[src/swei_pkg.sv]
// Shared types and constants for the sphere wireframe edge indexer.
`default_nettype none

package swei_pkg;

   // Edge group codes, also used as the walk phase
   localparam logic [1:0] GROUP_TOP    = 2'd0;
   localparam logic [1:0] GROUP_VERT   = 2'd1;
   localparam logic [1:0] GROUP_BOTTOM = 2'd2;
   localparam logic [1:0] GROUP_RING   = 2'd3;

   // Configuration register indexes
   localparam logic [1:0] CSR_STACK_COUNT = 2'd0;
   localparam logic [1:0] CSR_SLICE_COUNT = 2'd1;

   // Reset values of the count registers
   localparam logic [8:0] STACK_COUNT_RESET = 9'd16;
   localparam logic [8:0] SLICE_COUNT_RESET = 9'd16;

   // Smallest usable stack or slice count
   localparam logic [8:0] COUNT_MIN = 9'd3;

   // Position of the walk over the sphere
   typedef struct packed {
      logic [1:0]  phase;
      logic [8:0]  ring;
      logic [8:0]  column;
      logic [15:0] base;
   } walk_state_type;

   // One produced edge
   typedef struct packed {
      logic [15:0] first_index;
      logic [15:0] second_index;
      logic [1:0]  edge_group;
      logic        last_edge;
   } edge_type;

   // Walk position at the first top-fan edge
   localparam walk_state_type WALK_START = '{
      phase:  GROUP_TOP,
      ring:   9'd0,
      column: 9'd0,
      base:   16'd1
   };

endpackage

`default_nettype wire

[src/swei_edge_gen.sv]
// Combinational edge generator: current walk position to edge and next position.
`default_nettype none

module swei_edge_gen #(
   parameter int MAX_STACKS = 256,
   parameter int MAX_SLICES = 256
) (
   input  wire logic [8:0]             stack_count,
   input  wire logic [8:0]             slice_count,
   input  wire logic                   restart,
   input  wire swei_pkg::walk_state_type walk_cur,
   output swei_pkg::walk_state_type    walk_next,
   output swei_pkg::edge_type          edge_out
);

   localparam logic [8:0] STACK_LIMIT = 9'(MAX_STACKS);
   localparam logic [8:0] SLICE_LIMIT = 9'(MAX_SLICES);

   logic [8:0]                s_cnt;
   logic [8:0]                l_cnt;
   logic [15:0]               vert_count;
   swei_pkg::walk_state_type  cur;
   logic [9:0]                col_inc;
   logic                      row_end;
   logic [9:0]                ring_inc;
   logic [15:0]               col_ext;
   logic [15:0]               l_ext;
   logic [15:0]               base_step;

   // Clamp the counts into the usable range
   always_comb begin
      if (stack_count < swei_pkg::COUNT_MIN) s_cnt = swei_pkg::COUNT_MIN;
      else if (stack_count > STACK_LIMIT)    s_cnt = STACK_LIMIT;
      else                                   s_cnt = stack_count;
      if (slice_count < swei_pkg::COUNT_MIN) l_cnt = swei_pkg::COUNT_MIN;
      else if (slice_count > SLICE_LIMIT)    l_cnt = SLICE_LIMIT;
      else                                   l_cnt = slice_count;
   end

   // Vertex count: (stacks - 2) * slices + 2
   assign vert_count = 16'(({7'd0, s_cnt} - 16'd2) * {7'd0, l_cnt}) + 16'd2;

   assign cur       = restart ? swei_pkg::WALK_START : walk_cur;
   assign col_inc   = {1'b0, cur.column} + 10'd1;
   assign row_end   = (col_inc >= {1'b0, l_cnt});
   assign ring_inc  = {1'b0, cur.ring} + 10'd1;
   assign col_ext   = {7'd0, cur.column};
   assign l_ext     = {7'd0, l_cnt};
   assign base_step = cur.base + l_ext;

   // Edge and next position per group
   always_comb begin
      walk_next             = cur;
      walk_next.column      = row_end ? 9'd0 : col_inc[8:0];
      edge_out.edge_group   = cur.phase;
      edge_out.last_edge    = 1'b0;
      edge_out.first_index  = '0;
      edge_out.second_index = '0;
      case (cur.phase)
         swei_pkg::GROUP_TOP: begin
            edge_out.first_index  = 16'd0;
            edge_out.second_index = 16'd1 + col_ext;
            if (row_end) begin
               walk_next.phase = (s_cnt > swei_pkg::COUNT_MIN) ? swei_pkg::GROUP_VERT
                                                               : swei_pkg::GROUP_BOTTOM;
               walk_next.ring  = 9'd0;
               walk_next.base  = 16'd1;
            end
         end
         swei_pkg::GROUP_VERT: begin
            edge_out.first_index  = cur.base + col_ext;
            edge_out.second_index = base_step + col_ext;
            if (row_end) begin
               walk_next.ring = ring_inc[8:0];
               walk_next.base = base_step;
               if (ring_inc >= ({1'b0, s_cnt} - 10'd3)) begin
                  walk_next.phase = swei_pkg::GROUP_BOTTOM;
               end
            end
         end
         swei_pkg::GROUP_BOTTOM: begin
            edge_out.first_index  = vert_count - 16'd1;
            edge_out.second_index = vert_count - 16'd2 - col_ext;
            if (row_end) begin
               walk_next.phase = swei_pkg::GROUP_RING;
               walk_next.ring  = 9'd0;
               walk_next.base  = 16'd1;
            end
         end
         default: begin
            edge_out.first_index  = cur.base + col_ext;
            edge_out.second_index = cur.base + (row_end ? 16'd0 : {6'd0, col_inc});
            if (row_end) begin
               walk_next.ring = ring_inc[8:0];
               walk_next.base = base_step;
               if (ring_inc >= ({1'b0, s_cnt} - 10'd2)) begin
                  edge_out.last_edge = 1'b1;
               end
            end
         end
      endcase
      // Wrap after the final ring edge
      if (edge_out.last_edge) begin
         walk_next = swei_pkg::WALK_START;
      end
   end

endmodule

`default_nettype wire

[src/sphere_wireframe_edge_indexer.sv]
// Top level of the sphere wireframe edge indexer: registers, handshakes, edge output stage.
`default_nettype none

// Produces the line-list edges of a UV sphere, one edge per accepted request.
// Request channel (req_*): each transfer carries req_restart; when set, the
//   walk returns to the first top-fan edge before this edge is produced.
// Response channel (rsp_*): one transfer per request with both vertex
//   indexes, the edge group and a flag on the final edge of the sphere.
// CSR port (csr_*): write-only; index 0 is the stack count, index 1 the
//   slice count. A write to index 0 or 1 also returns the walk to the first edge.
// Latency: the edge appears on rsp_* in the cycle after the request
//   transfer. Throughput: one edge per cycle unless rsp_ready stalls it; the
//   walk state and the single output register both update in the transfer cycle.
// Stall: req_ready is high while the output register is empty or is being
//   drained in the same cycle, so a stalled receiver holds exactly one edge.
// Reset: counts return to 16 stacks and 16 slices, the walk to the first
//   top-fan edge, and the output register is emptied.
module sphere_wireframe_edge_indexer #(
   parameter int MAX_STACKS = 256,
   parameter int MAX_SLICES = 256
) (
   input  wire logic        clock,
   input  wire logic        reset,
   input  wire logic        req_valid,
   output logic             req_ready,
   input  wire logic        req_restart,
   output logic             rsp_valid,
   input  wire logic        rsp_ready,
   output logic [15:0]      rsp_first_index,
   output logic [15:0]      rsp_second_index,
   output logic [1:0]       rsp_edge_group,
   output logic             rsp_last_edge,
   input  wire logic        csr_write_enable,
   input  wire logic [1:0]  csr_index,
   input  wire logic [8:0]  csr_wdata
);

   logic [8:0]               stack_count_ff;
   logic [8:0]               slice_count_ff;
   swei_pkg::walk_state_type walk_ff;
   swei_pkg::walk_state_type walk_in;
   swei_pkg::edge_type       edge_in;
   swei_pkg::edge_type       edge_ff;
   logic                     rsp_valid_ff;
   logic                     req_xfer;
   logic                     csr_hit;

   assign req_ready = !rsp_valid_ff || rsp_ready;
   assign req_xfer  = req_valid && req_ready;
   assign csr_hit   = csr_write_enable && ((csr_index == swei_pkg::CSR_STACK_COUNT) ||
                                           (csr_index == swei_pkg::CSR_SLICE_COUNT));

   // Edge computation from the current walk position
   swei_edge_gen #(
      .MAX_STACKS (MAX_STACKS),
      .MAX_SLICES (MAX_SLICES)
   ) u_edge_gen (
      .stack_count (stack_count_ff),
      .slice_count (slice_count_ff),
      .restart     (req_restart),
      .walk_cur    (walk_ff),
      .walk_next   (walk_in),
      .edge_out    (edge_in)
   );

   // Count registers
   always_ff @(posedge clock) begin
      if (reset) begin
         stack_count_ff <= swei_pkg::STACK_COUNT_RESET;
         slice_count_ff <= swei_pkg::SLICE_COUNT_RESET;
      end else if (csr_write_enable) begin
         if (csr_index == swei_pkg::CSR_STACK_COUNT) stack_count_ff <= csr_wdata;
         if (csr_index == swei_pkg::CSR_SLICE_COUNT) slice_count_ff <= csr_wdata;
      end
   end

   // Walk position
   always_ff @(posedge clock) begin
      if (reset || csr_hit) begin
         walk_ff <= swei_pkg::WALK_START;
      end else if (req_xfer) begin
         walk_ff <= walk_in;
      end
   end

   // Output register
   always_ff @(posedge clock) begin
      if (reset) begin
         rsp_valid_ff <= 1'b0;
      end else if (req_xfer) begin
         rsp_valid_ff <= 1'b1;
      end else if (rsp_ready) begin
         rsp_valid_ff <= 1'b0;
      end
   end

   always_ff @(posedge clock) begin
      if (req_xfer) begin
         edge_ff <= edge_in;
      end
   end

   assign rsp_valid        = rsp_valid_ff;
   assign rsp_first_index  = edge_ff.first_index;
   assign rsp_second_index = edge_ff.second_index;
   assign rsp_edge_group   = edge_ff.edge_group;
   assign rsp_last_edge    = edge_ff.last_edge;

`ifndef SYNTHESIS
   // The final edge is always a ring edge
   assert property (@(posedge clock) disable iff (reset)
      rsp_valid && rsp_last_edge |-> rsp_edge_group == swei_pkg::GROUP_RING)
      else $error("last edge outside ring group");

   // Top-fan edges start at the top pole
   assert property (@(posedge clock) disable iff (reset)
      rsp_valid && rsp_edge_group == swei_pkg::GROUP_TOP |-> rsp_first_index == 16'd0)
      else $error("top fan edge not at pole");

   // After the final edge the walk wraps to the first edge
   assert property (@(posedge clock) disable iff (reset)
      req_xfer && edge_in.last_edge && !csr_hit |=> walk_ff == swei_pkg::WALK_START)
      else $error("walk did not wrap after last edge");

   // An empty output register never blocks requests
   assert property (@(posedge clock) disable iff (reset)
      !rsp_valid_ff |-> req_ready)
      else $error("request blocked with empty output");
`endif

endmodule

`default_nettype wire
[config.mk]
export PLATFORM = sky130hd
export DESIGN_NAME = sphere_wireframe_edge_indexer
export DESIGN_NICKNAME = d
export VERILOG_FILES = /design/src/swei_pkg.sv /design/src/swei_edge_gen.sv /design/src/sphere_wireframe_edge_indexer.sv
export SDC_FILE = /design/constraint.sdc
export NUM_CORES = 1
export LEC_CHECK = 0
export ABC_AREA = 1
export ABC_CLOCK_PERIOD_IN_PS = 7850
export BUFFER_PORTS_ARGS = -buffer_cell sky130_fd_sc_hd__buf_2
export CAP_MARGIN = 20
export CORE_AREA = 4 4 132 198
export CTS_CLUSTER_DIAMETER = 30
export DETAILED_ROUTE_END_ITERATION = 16
export DIE_AREA = 0 0 136 202
export PLACE_DENSITY = 0.69
export SLEW_MARGIN = 25
export SYNTH_ARGS = -nofsm -noshare
export SYNTH_HDL_FRONTEND = slang
export SYNTH_SLANG_ARGS = --single-unit
[constraint.sdc]
create_clock -name clock -period 7.85 [get_ports clock]
set_input_delay 1.1775 -clock clock [delete_from_list [all_inputs] [get_ports clock]]
set_output_delay 1.1775 -clock clock [all_outputs]
set_load 0.005 [all_outputs]
==> metrics.md, run 1 <==
| Metric | Value |
|---|---|
| Required time worst endpoint | approximately 8000 ps |
| Vias per cell | approximately 5.4 |
| Synth area leader | nand2_1 |
| Placed Cells | ~2200 |
| Commonest cells post-synth | 473 x nand2_1, 313 x inv_1, 158 x nor2_1 |
| Die width | between 100 and 150 µm |
| Unique masters post-synth | 58 |
| Crit Path Category | flip-flop to flip-flop |
| Fin. max-slew vios | 0 |
| Core area | 0.02426 mm² |
| Flop-to-flop setup slack | 630 ps |
| Clock Power Share | 0.219 |
| Die area | 0.02747 mm² |
| Cell-internal power | approximately 1.2 mW |
| First-pass GRT wire length | just under 60000 µm |
| Seq pwr share | 0.232 |
| FF-to-FF path depth | 37 |
| Top post-synthesis cells by area | nand2_1 15%, ha_1 12%, fa_1 11% |
| Comb pwr share | 0.549 |
| HPWL after DPL | ~30000 µm |
| Worst path max stage delay | about 550 ps |
| Area growth from synthesis to layout | 7.612% |
| Later-pin clock latency in the skew report | approximately 380 ps |
| Most frequent cell after synthesis | nand2_1 |
| Max rail drop VDD | roughly 0.11 mV |
| Die H | roughly 200 µm |
| Synth Cell Area | around 0.012 mm² |
| ANT nets after route | 0 |
| Pwr/cell area | roughly 170 mW/mm² |
| Hold Crit Class | flip-flop to flip-flop |
| Unrepaired setup endpoints after global routing | no |
| Met3 usage | 0.03785 |
| Critical Path End Type | flip-flop |
| Register area share after synthesis | 0.1786 |
| Syn_area_per_cell | 6.713 µm² |
| YS warnings | 0 |
| Tmin final | around 7200 ps |
| Worst Hold Endpoint | walk_ff[32] |
| Met2 Use GR | 0.4922 |
| Setup TNS | 0 ps |
| Asr flop ratio synth | 0 |
| Clock-pin slew of the registers on the worst-case setup and hold paths | roughly 80 ps |
| N_diodes | 0 |
| Setup Viol. Count Final | 0 |
| Startpoint of the worst hold path | walk_ff[32] |
| Synthesized flop and latch total | 90 |
| Share of the synthesized area in the top cell type | 0.1474 |
| Cell Rows | 70 |
| CP arrival | 7340 ps |
| Initial Util | 0.4966 |
| Routability cong. | 0.9883 |
| CTS Sinks | 90 |
| Final period util | 0.9203 |
| Psw | ~1.1 mW |
| Reg2Reg Launch Point | stack_count_ff[5] |
| Post-Route WL | around 37000 µm |
| Run status | completed |
| Via Count | 11800 |
| Hold Path Stages | 2 |
| CP Max Fanout | 7 |
| Max Cap Viol | 0 |
| Critical path's slowest cell | fa_1 |
| Slew HR | 0.4050 |
| Final Net Count | 2049 |
| Most common cell on crit path | nand2_1 |
| Fmax | roughly 140 MHz |
| CTS tree | built |
| Sw frac | 0.4795 |
| Deepest clock path buffer count | 2 |
| Vias in the first global route | between 10000 and 15000 |
| Number of remaining DRC errors | 0 |
| P_leak | roughly 6.4 nW |
| Post_cts resized | 0 |
| CTS Buf Count | 9 |
| Met1 usage | 0.2838 |
| Final number of hold-violating endpoints | 0 |
| H-tree levels | 3 |
| Final std cells w/o fill | between 2000 and 2500 |
| Initial antenna violation count | 0 |
| Number of flops mapped to enable cells by yosys | 35 |
| Max Clock Skew | roughly 20 ps |
| Global Route Usage Sum | 0.2750 |
| Starting DRT DRC Count | between 600 and 700 |
| CTS Hold Buffers Added | 0 |
| Critical path startpoint | stack_count_ff[5] |
| Total gr overflow | 0 |
| Critical Path Source Type | flip-flop |
| Largest net degree at the start of global routing | 53 |
| Post-CTS Setup Inserts | 0 |
| FF-to-FF End | rsp_second_index[15] |
| Root Driver | clkbuf_16 |
| Gr busiest metal | met2 |
| DR pass1 iterations | 6 |
| Io pins | 54 |
| Fraction of layout cells with a size suffix above 1 | 0.09081 |
| Commonest register cell after synthesis | dfxtp_1 |
| Gate Count Post-Synth | approximately 1800 |
| Drt wl/cell | 17.16 µm |
| Port buffer count | 53 |
| Worst Tran Pin Value | 889.2 ps |
## worst max-delay path, delay by kind of cell (launching register included)
kind,cells,cell delay (ps)
adders and majority gates,8,3240
and+or+nand+nor,20,2300
buffers and inverters,6,480
DFF,1,350
AOI/OAI and AO/OA,2,320
xor gates and xnor gates,1,290
## cells by family (layout without fill, tap and decap cells)
kind of cell,after synthesis,after routing,synth area share
buf+inv,363,411,0.1185
other cells,2,9,0.0006233
simple gates,856,856,0.3097
xor+xnor,45,45,0.03770
compound gates,252,252,0.1178
flops,90,90,0.1786
fa+ha+maj,187,187,0.2372
## layout make-up
type / count / area [µm²]
sequential: 90 / 2152
clock inverter: 7 / 95.09
inverter: 331 / 1245
tap: 324 / 405.4
clock buffer: 9 / 225.2
multi-input combinational: 1349 / 8496
fill: 2456 / 11290
timing repair buffer: 64 / 347.8
## worst max-delay path by stage
stage	end	slack, ps	depth (start not counted)
after floorplan	rsp_second_index[15]	1390	37
after global placement	rsp_second_index[15]	870	37
after detailed placement	rsp_second_index[15]	720	37
after CTS	rsp_second_index[15]	690	37
after global routing	rsp_second_index[15]	40	37
final	rsp_second_index[15]	630	37
## cell usage in the layout, fill, tap and decap left out, types with 6 or more instances in the layout
cell,n
nand2_1,473
inv_1,313
nor2_1,158
ha_1,118
nand3_1,116
a21oi_1,112
o21ai_0,90
fa_1,69
dfxtp_1,55
buf_2,53
edfxtp_1,35
nand4_1,31
xor2_1,29
inv_2,15
nor3_1,13
nor2_2,12
xnor2_1,11
o21ai_1,11
buf_4,11
nand2_2,10
nand3_2,9
or2_2,9
conb_1,9
clkbuf_16,9
o22ai_2,7
nor2_4,6
## power groups by stage
| stage | Sequential (mW) | Clock [mW] | Combinational [mW] |
|---|---|---|---|
| floorplan | 0.525 | 0 | 0.920 |
| global placement | 0.527 | 0 | 1.19 |
| detailed placement | 0.527 | 0 | 1.22 |
| CTS | 0.517 | 0.495 | 1.22 |
| global route | 0.519 | 0.515 | 1.39 |
| finish | 0.517 | 0.488 | 1.23 |
## registers in the layout, indices dropped and copies added, names as in the netlist
name	count
slice_count_ff	9
walk_ff	36
rsp_second_index	16
rsp_last_edge	1
stack_count_ff	9
rsp_valid	1
rsp_edge_group	2
rsp_first_index	16
## through the flow
| step | worst slack [ps] | total power [mW] | util | hold slack, ps | cell area (µm²) |
|---|---|---|---|---|---|
| after floorplan | 1387 | 1.445 | - | 432.6 | 12080 |
| after global placement | 871.6 | 1.721 | 0.5212 | 441.9 | 12650 |
| after detailed placement | 724.7 | 1.743 | 0.5212 | 454.7 | 12650 |
| after CTS | 690.5 | 2.234 | 0.5345 | 467.3 | 12970 |
| after global routing | 40.30 | 2.426 | 0.5345 | 475.3 | 12970 |
| final | 625.8 | 2.230 | 0.5345 | 465.2 | 12970 |
## layer usage
metal / up-vias / wire (µm) / share of wire
li1: 5821 / - / -
met1: 5428 / 13220 / 0.35
met2: 403 / 19180 / 0.51
met3: 152 / 1588 / 0.043
met4: 0 / 3313 / 0.089
met5: - / 0 / 0
Note: power is estimated with default switching activity, not from simulation.
==> run 2: changes to the inputs <==
--- a/config.mk
+++ b/config.mk
@@ -5,14 +5,15 @@
 export SDC_FILE = /design/constraint.sdc
 export NUM_CORES = 1
 export LEC_CHECK = 0
-export ABC_AREA = 1
+export ABC_AREA = 0
 export ABC_CLOCK_PERIOD_IN_PS = 7850
 export BUFFER_PORTS_ARGS = -buffer_cell sky130_fd_sc_hd__buf_2
 export CAP_MARGIN = 20
-export CORE_AREA = 4 4 132 198
+export CORE_AREA = 4 4 127 189
 export CTS_CLUSTER_DIAMETER = 30
 export DETAILED_ROUTE_END_ITERATION = 16
-export DIE_AREA = 0 0 136 202
+export DIE_AREA = 0 0 131 193
+export MAX_ROUTING_LAYER = met4
 export PLACE_DENSITY = 0.69
 export SLEW_MARGIN = 25
 export SYNTH_ARGS = -nofsm -noshare
==> run 2 against run 1 <==
  * Via count shrank 16%
  * Synthesized cell count fell by 24%
  * Utilization barely moved
  * Area after synthesis is 8.5% lower
  * Hold slack better by 0.68 ps
  * Critical endpoint is now rsp_second_index[14]
==> metrics.md, run 2 <==
| Metric | Value |
|---|---|
| Run status | completed |
| Commonest non-fill, non-tap cells in the layout | 149 x nand2_1, 143 x inv_1, 121 x nor2_1 |
| DR pass1 iterations | 5 |
| Total gr overflow | 0 |
| Final Net Count | 1609 |
| Unrepaired setup endpoints after global routing | no |
| Critical Path End Type | flip-flop |
| CP Max Fanout | 7 |
| Required time worst endpoint | slightly below 8000 ps |
| CTS Sinks | 90 |
| Commonest register cell after synthesis | dfxtp_1 |
| Pwr/cell area | 146.1 mW/mm² |
| Final cell utilization of the core | 0.5345 |
| Final period util | 0.9440 |
| Slew HR | 0.3350 |
| Synth area leader | ha_1 |
| Number of remaining DRC errors | 0 |
| Post-Route WL | about 33000 µm |
| Vias per cell | 5.879 |
| Asr flop ratio synth | 0 |
| Critical path's slowest cell | fa_1 |
| Max reg flops | 36 |
| Max rail drop VDD | 0.1160 mV |
| Global Route Usage Sum | 0.2735 |
| Final WS setup | 439.3 ps |
| H-tree levels | 3 |
| Initial antenna violation count | 0 |
| Fin. max-slew vios | 0 |
| Commonest cells post-synth | 150 x nand2_1, 144 x inv_1, 121 x nor2_1 |
| Unique masters post-synth | 84 |
| CP arrival | 7520 ps |
| Top reg by flops | walk_ff |
| Register area share after synthesis | 0.1952 |
| Deepest clock path buffer count | 2 |
| Critical Path Source Type | flip-flop |
| Gate Count Post-Synth | roughly 1400 |
| Pre-CTS setup slack | approximately 520 ps |
| CTS Buf Count | 9 |
| Adder-Cell Fraction of Synth Area | 0.2592 |
| Setup TNS | 0 ps |
| Max Clock Skew | between 10 and 15 ps |
| Clock-pin slew of the registers on the worst-case setup and hold paths | ~70 ps |
| ANT nets after route | 0 |
| Worst Tran Pin Value | around 1000 ps |
| Simple-gate share of the synthesized area | 0.2039 |
| Crit Path Category | flip-flop to flip-flop |
| Share of the synthesized area in the top cell type | 0.1339 |
| Io pins | 54 |
| Fmax | 134.9 MHz |
| Vias in the first global route | around 10000 |
| Later-pin clock latency in the skew report | between 300 and 400 ps |
| Die area | 0.02528 mm² |
| Via Count | approximately 10000 |
| Largest net degree at the start of global routing | 49 |
| Synth Cell Area | roughly 0.011 mm² |
| Mux cell area share after synthesis | 0.01657 |
| Top post-synthesis cells by area | ha_1 13%, fa_1 13%, dfxtp_1 10% |
| Hold_ws | 465.9 ps |
| YS warnings | 0 |
| Initial Util | 0.4925 |
| Syn_area_per_cell | approximately 8 µm² |
| Pwr Total | 1.747 mW |
| Area growth from synthesis to layout | 8.512% |
| Routability cong. | between 0.9 and 1 |
| Synth Area in Compound Gates | 0.1708 |
| N_diodes | 0 |
| First-pass GRT wire length | a little over 50000 µm |
| Final number of hold-violating endpoints | 0 |
| Worst path max stage delay | between 500 and 600 ps |
| Die width | 131 µm |
| Root Driver | clkbuf_16 |
| Most frequent cell after synthesis | nand2_1 |
| Synthesized flop and latch total | 90 |
| Number of flops mapped to enable cells by yosys | 35 |
| Starting DRT DRC Count | ~630 |
| Drt wl/cell | roughly 20 µm |
| Max Cap Viol | 0 |
| Tmin final | 7411 ps |
| Fraction of layout cells with a size suffix above 1 | 0.08582 |
| Cell Rows | 67 |
| HPWL after DPL | around 27000 µm |
| Hold Crit Class | flip-flop to flip-flop |
| Die H | around 190 µm |
| Port buffer count | between 50 and 60 |
| P_leak | between 5 and 6 nW |
| Most common cell after layout, fill and taps aside | nand2_1 |
| Core area | ~0.022 mm² |
| Setup Viol. Count Final | 0 |
| CTS tree | built |
| XOR/XNOR share of the synthesized area | 0.08489 |
| Largest family of logic cells by synthesized area | adder cells |
## run 2: final timing paths
kind / start / end / slack (ps) / cells after the start
min: walk_ff[1] / walk_ff[1] / 470 / 2
min reg2reg: walk_ff[1] / walk_ff[1] / 470 / 2
max: stack_count_ff[3] / rsp_second_index[14] / 440 / 29
max reg2reg: stack_count_ff[3] / rsp_second_index[14] / 440 / 29
## run 2: through the flow
step | instance area (µm²) | instances
finish | 11960 | 1686
global route | 11960 | 1686
CTS | 11950 | 1686
detailed placement | 11660 | 1670
global placement | 11660 | 1670
floorplan | 11050 | 1365
## run 2: where the power goes
part / total [mW] / internal (mW) / switching, mW / leakage [nW]
sequential: 0.504 / 0.497 / 0.00753 / 0.797
clock: 0.447 / 0.237 / 0.209 / 0.139
combinational: 0.796 / 0.303 / 0.493 / 4.30
## run 2: layout make-up
type,count,area (µm²)
timing repair buffer,78,452.9
fill,2143,10420
multi-input combinational,1075,8157
tap,276,345.3
inverter,151,566.8
sequential,90,2152
clock inverter,4,31.28
clock buffer,12,257.7
## run 2: critical path, delay by kind of cell (launching register included)
| kind | cells | cell delay, ps |
|---|---|---|
| AOI/OAI and AO/OA | 6 | 1110 |
| muxes | 1 | 180 |
| buffers and inverters | 4 | 230 |
| DFF | 1 | 360 |
| xor gates and xnor gates | 2 | 480 |
| adders and majority gates | 7 | 2970 |
| and+or+nand+nor | 9 | 1800 |
## run 2: cells by family after synthesis
kind of cell | after synthesis
AND/OR/NAND/NOR | 468
adder cells (fa/ha/maj) | 187
flip-flops | 90
XOR/XNOR | 106
AO/OA/AOI/OAI | 287
other | 2
buffers and inverters | 200
multiplexers | 18
## run 2: routing by layer
metal	vias to the layer above	GRT usage	wire, µm
li1	4747	-	-
met5	-	-	0
met1	4761	0.2839	12130
met3	109	0.03060	1476
met2	295	0.4888	17270
met4	0	0.1631	2165
## run 2: what timing repair did
item,CTS,global route
setup buffers,0,0
endpoints found under the setup margin,0,1
gates resized for setup,0,2
endpoints found under the hold margin,0,0
hold buffers,0,0
==> run 3: changes to the inputs <==
--- a/config.mk
+++ b/config.mk
@@ -13,8 +13,8 @@
 export CTS_CLUSTER_DIAMETER = 30
 export DETAILED_ROUTE_END_ITERATION = 16
 export DIE_AREA = 0 0 131 193
-export MAX_ROUTING_LAYER = met4
 export PLACE_DENSITY = 0.69
+export RECOVER_POWER = 50
 export SLEW_MARGIN = 25
 export SYNTH_ARGS = -nofsm -noshare
 export SYNTH_HDL_FRONTEND = slang
==> run 3 against run 2 <==
  * The flow now finishes with violations (capacitance limit, slew limit)
  * Utilization rose by 0.095 points
  * Maximum frequency rose by 2.8%
  * Worst setup slack better by 200 ps
  * Hold slack better by 2.9 ps
  * Total power is 3.7% higher
  * Critical path depth down 4
  * Register-to-register slack better by 200 ps
  * Clock skew fell by 0.88 ps
  * Global-route usage down 0.43 points
  * Clock-buffer cell count grew 1
  * Die area did not move
==> metrics.md, run 3 (synthesis gave the netlist of run 2 again) <==
| Metric | Value |
|---|---|
| CTS Hold Buffers Added | 0 |
| Area growth from synthesis to layout | 8.705% |
| Later-pin clock latency in the skew report | 360 ps |
| Sw frac | 0.3932 |
| Most common cell after layout, fill and taps aside | nand2_1 |
| Critical Path Source Type | flip-flop |
| Deepest clock path buffer count | 2 |
| Finished Cell Area | around 0.012 mm² |
| P_leak | 5.154 nW |
| Core area | approximately 0.022 mm² |
| Max rail drop VDD | around 0.092 mV |
| Fin. max-slew vios | between 40 and 50 |
| First-pass GRT wire length | 52740 µm |
| Psw | roughly 0.71 mW |
| CTS Sinks | 90 |
| Routability cong. | approximately 1 |
| Tmin final | around 7200 ps |
| Die H | 193 µm |
| Fraction of layout cells with a size suffix above 1 | 0.06317 |
| Cell-internal power | 1.100 mW |
| Post-Route WL | around 33000 µm |
| Filler instances | between 2000 and 2500 |
| Cell Rows | 67 |
| HPWL after DPL | roughly 26000 µm |
| Drt wl/cell | about 19 µm |
| Port buffer count | 53 |
| Pwr Total | around 1.8 mW |
| Seq pwr share | 0.279 |
| CTS tree | built |
| Die width | about 130 µm |
| Io pins | 54 |
| Violated checks | capacitance limit, slew limit |
| Final number of hold-violating endpoints | 0 |
| Final Net Count | around 1600 |
| Worst Tran Pin Value | about 2800 ps |
| Critical Path End Type | flip-flop |
| Number of remaining DRC errors | 0 |
| Root Driver | clkbuf_16 |
| Initial Util | 0.4925 |
| Pwr/cell area | 151.3 mW/mm² |
| DR pass1 iterations | 5 |
| Largest net degree at the start of global routing | 49 |
| Comb pwr share | 0.441 |
| Hold Crit Class | flip-flop to flip-flop |
| Commonest non-fill, non-tap cells in the layout | 150 x nand2_1, 144 x inv_1, 121 x nor2_1 |
| Run status | finished, violations left |
| Required time worst endpoint | ~8000 ps |
| Clock-pin slew of the registers on the worst-case setup and hold paths | 70 ps |
| Total gr overflow | 0 |
| N_diodes | 0 |
| Setup Viol. Count Final | 0 |
| Setup TNS | 0 ps |
| ANT nets after route | 0 |
| Top reg by flops | walk_ff |
| Max Cap Viol | 1 |
| CP arrival | 7310 ps |
| Footprint of the multi-input gates | around 0.0082 mm² |
| Via Count | ~10000 |
| Vias in the first global route | 10340 |
| Slew HR | -0.8442 |
| CP Max Fanout | 8 |
| Starting DRT DRC Count | roughly 690 |
| Max Clock Skew | 13.66 ps |
| Crit Path Category | flip-flop to flip-flop |
| CTS Buf Count | 9 |
| Final period util | 0.9180 |
| Global Route Usage Sum | 0.2692 |
| Fmax | roughly 140 MHz |
| FF/Latch Area | about 0.0022 mm² |
| Clock Power Share | 0.280 |
| Max reg flops | 36 |
| Die area | ~0.025 mm² |
| Initial antenna violation count | 0 |
| Placed cell area | roughly 0.012 mm² |
| H-tree levels | 3 |
| Vias per cell | roughly 6 |
run 3: power groups by stage:
stage                     Combinational (mW)  Sequential [mW]  Clock (mW)
after floorplan                        0.579            0.514           0
after global placement                 0.769            0.515           0
after detailed placement               0.779            0.515           0
after CTS                              0.784            0.504       0.517
after global routing                   0.894            0.507       0.529
final                                  0.800            0.505       0.508
run 3: what timing repair did:
action / in CTS / in global routing
buffers inserted: 0 / 0
resized for setup: 0 / 6
endpoints found under the hold margin: 0 / 0
endpoints found under the setup margin: 0 / 2
run 3: worst paths after layout:
| check | from | to | slack (ps) | cells past startpoint |
|---|---|---|---|---|
| hold / removal | walk_ff[1] | walk_ff[1] | 470 | 2 |
| setup reg to reg | stack_count_ff[5] | rsp_second_index[14] | 640 | 25 |
| hold reg to reg | walk_ff[1] | walk_ff[1] | 470 | 2 |
| setup / recovery | stack_count_ff[5] | rsp_second_index[14] | 640 | 25 |
run 3: worst max-delay path, stage by stage (launching register included):
cell	delay, ps
dfxtp_1	450
nor2_1	110
nand2_1	150
nor2_1	80
o21ai_1	190
ha_1	280
nand3_1	160
nor3_2	340
inv_1	220
nor2_1	260
inv_1	90
fa_1	500
inv_1	50
fa_1	530
fa_1	450
fa_1	490
ha_1	390
a21o_1	200
a21oi_1	300
mux2_1	350
a311o_1	440
nand3_1	220
nor4_2	70
xor2_1	190
a221oi_1	370
a21oi_2	50
run 3: per-stage QoR:
step,instances,setup slack [ps],hold WS (ps),util
floorplan,1365,784.9,436.6,-
global placement,1669,605.1,444.7,0.5205
detailed placement,1669,499.6,455.9,0.5205
CTS,1685,458.9,467.3,0.5359
global route,1685,-0.6297,496.1,0.5354
finish,1685,643.8,468.8,0.5354
run 3: metal layers:
| metal | vias up | global-route usage | routed length, µm |
|---|---|---|---|
| li1 | 4737 | - | - |
| met1 | 4891 | 0.2851 | 12210 |
| met2 | 334 | 0.4885 | 16780 |
| met3 | 137 | 0.03142 | 1245 |
| met4 | 0 | 0.1833 | 2571 |
| met5 | - | 0 | 0 |
run 3: final cells by class:
| cell class | count | share of cell area |
|---|---|---|
| Sequential cell | 90 | 0.1796 |
| Clock inverter | 3 | 0.004176 |
| Tap cell | 276 | 0.02882 |
| Timing Repair Buffer | 77 | 0.03331 |
| Clock buffer | 13 | 0.02443 |
| Inverter | 151 | 0.04730 |
| Multi-Input combinational cell | 1075 | 0.6824 |
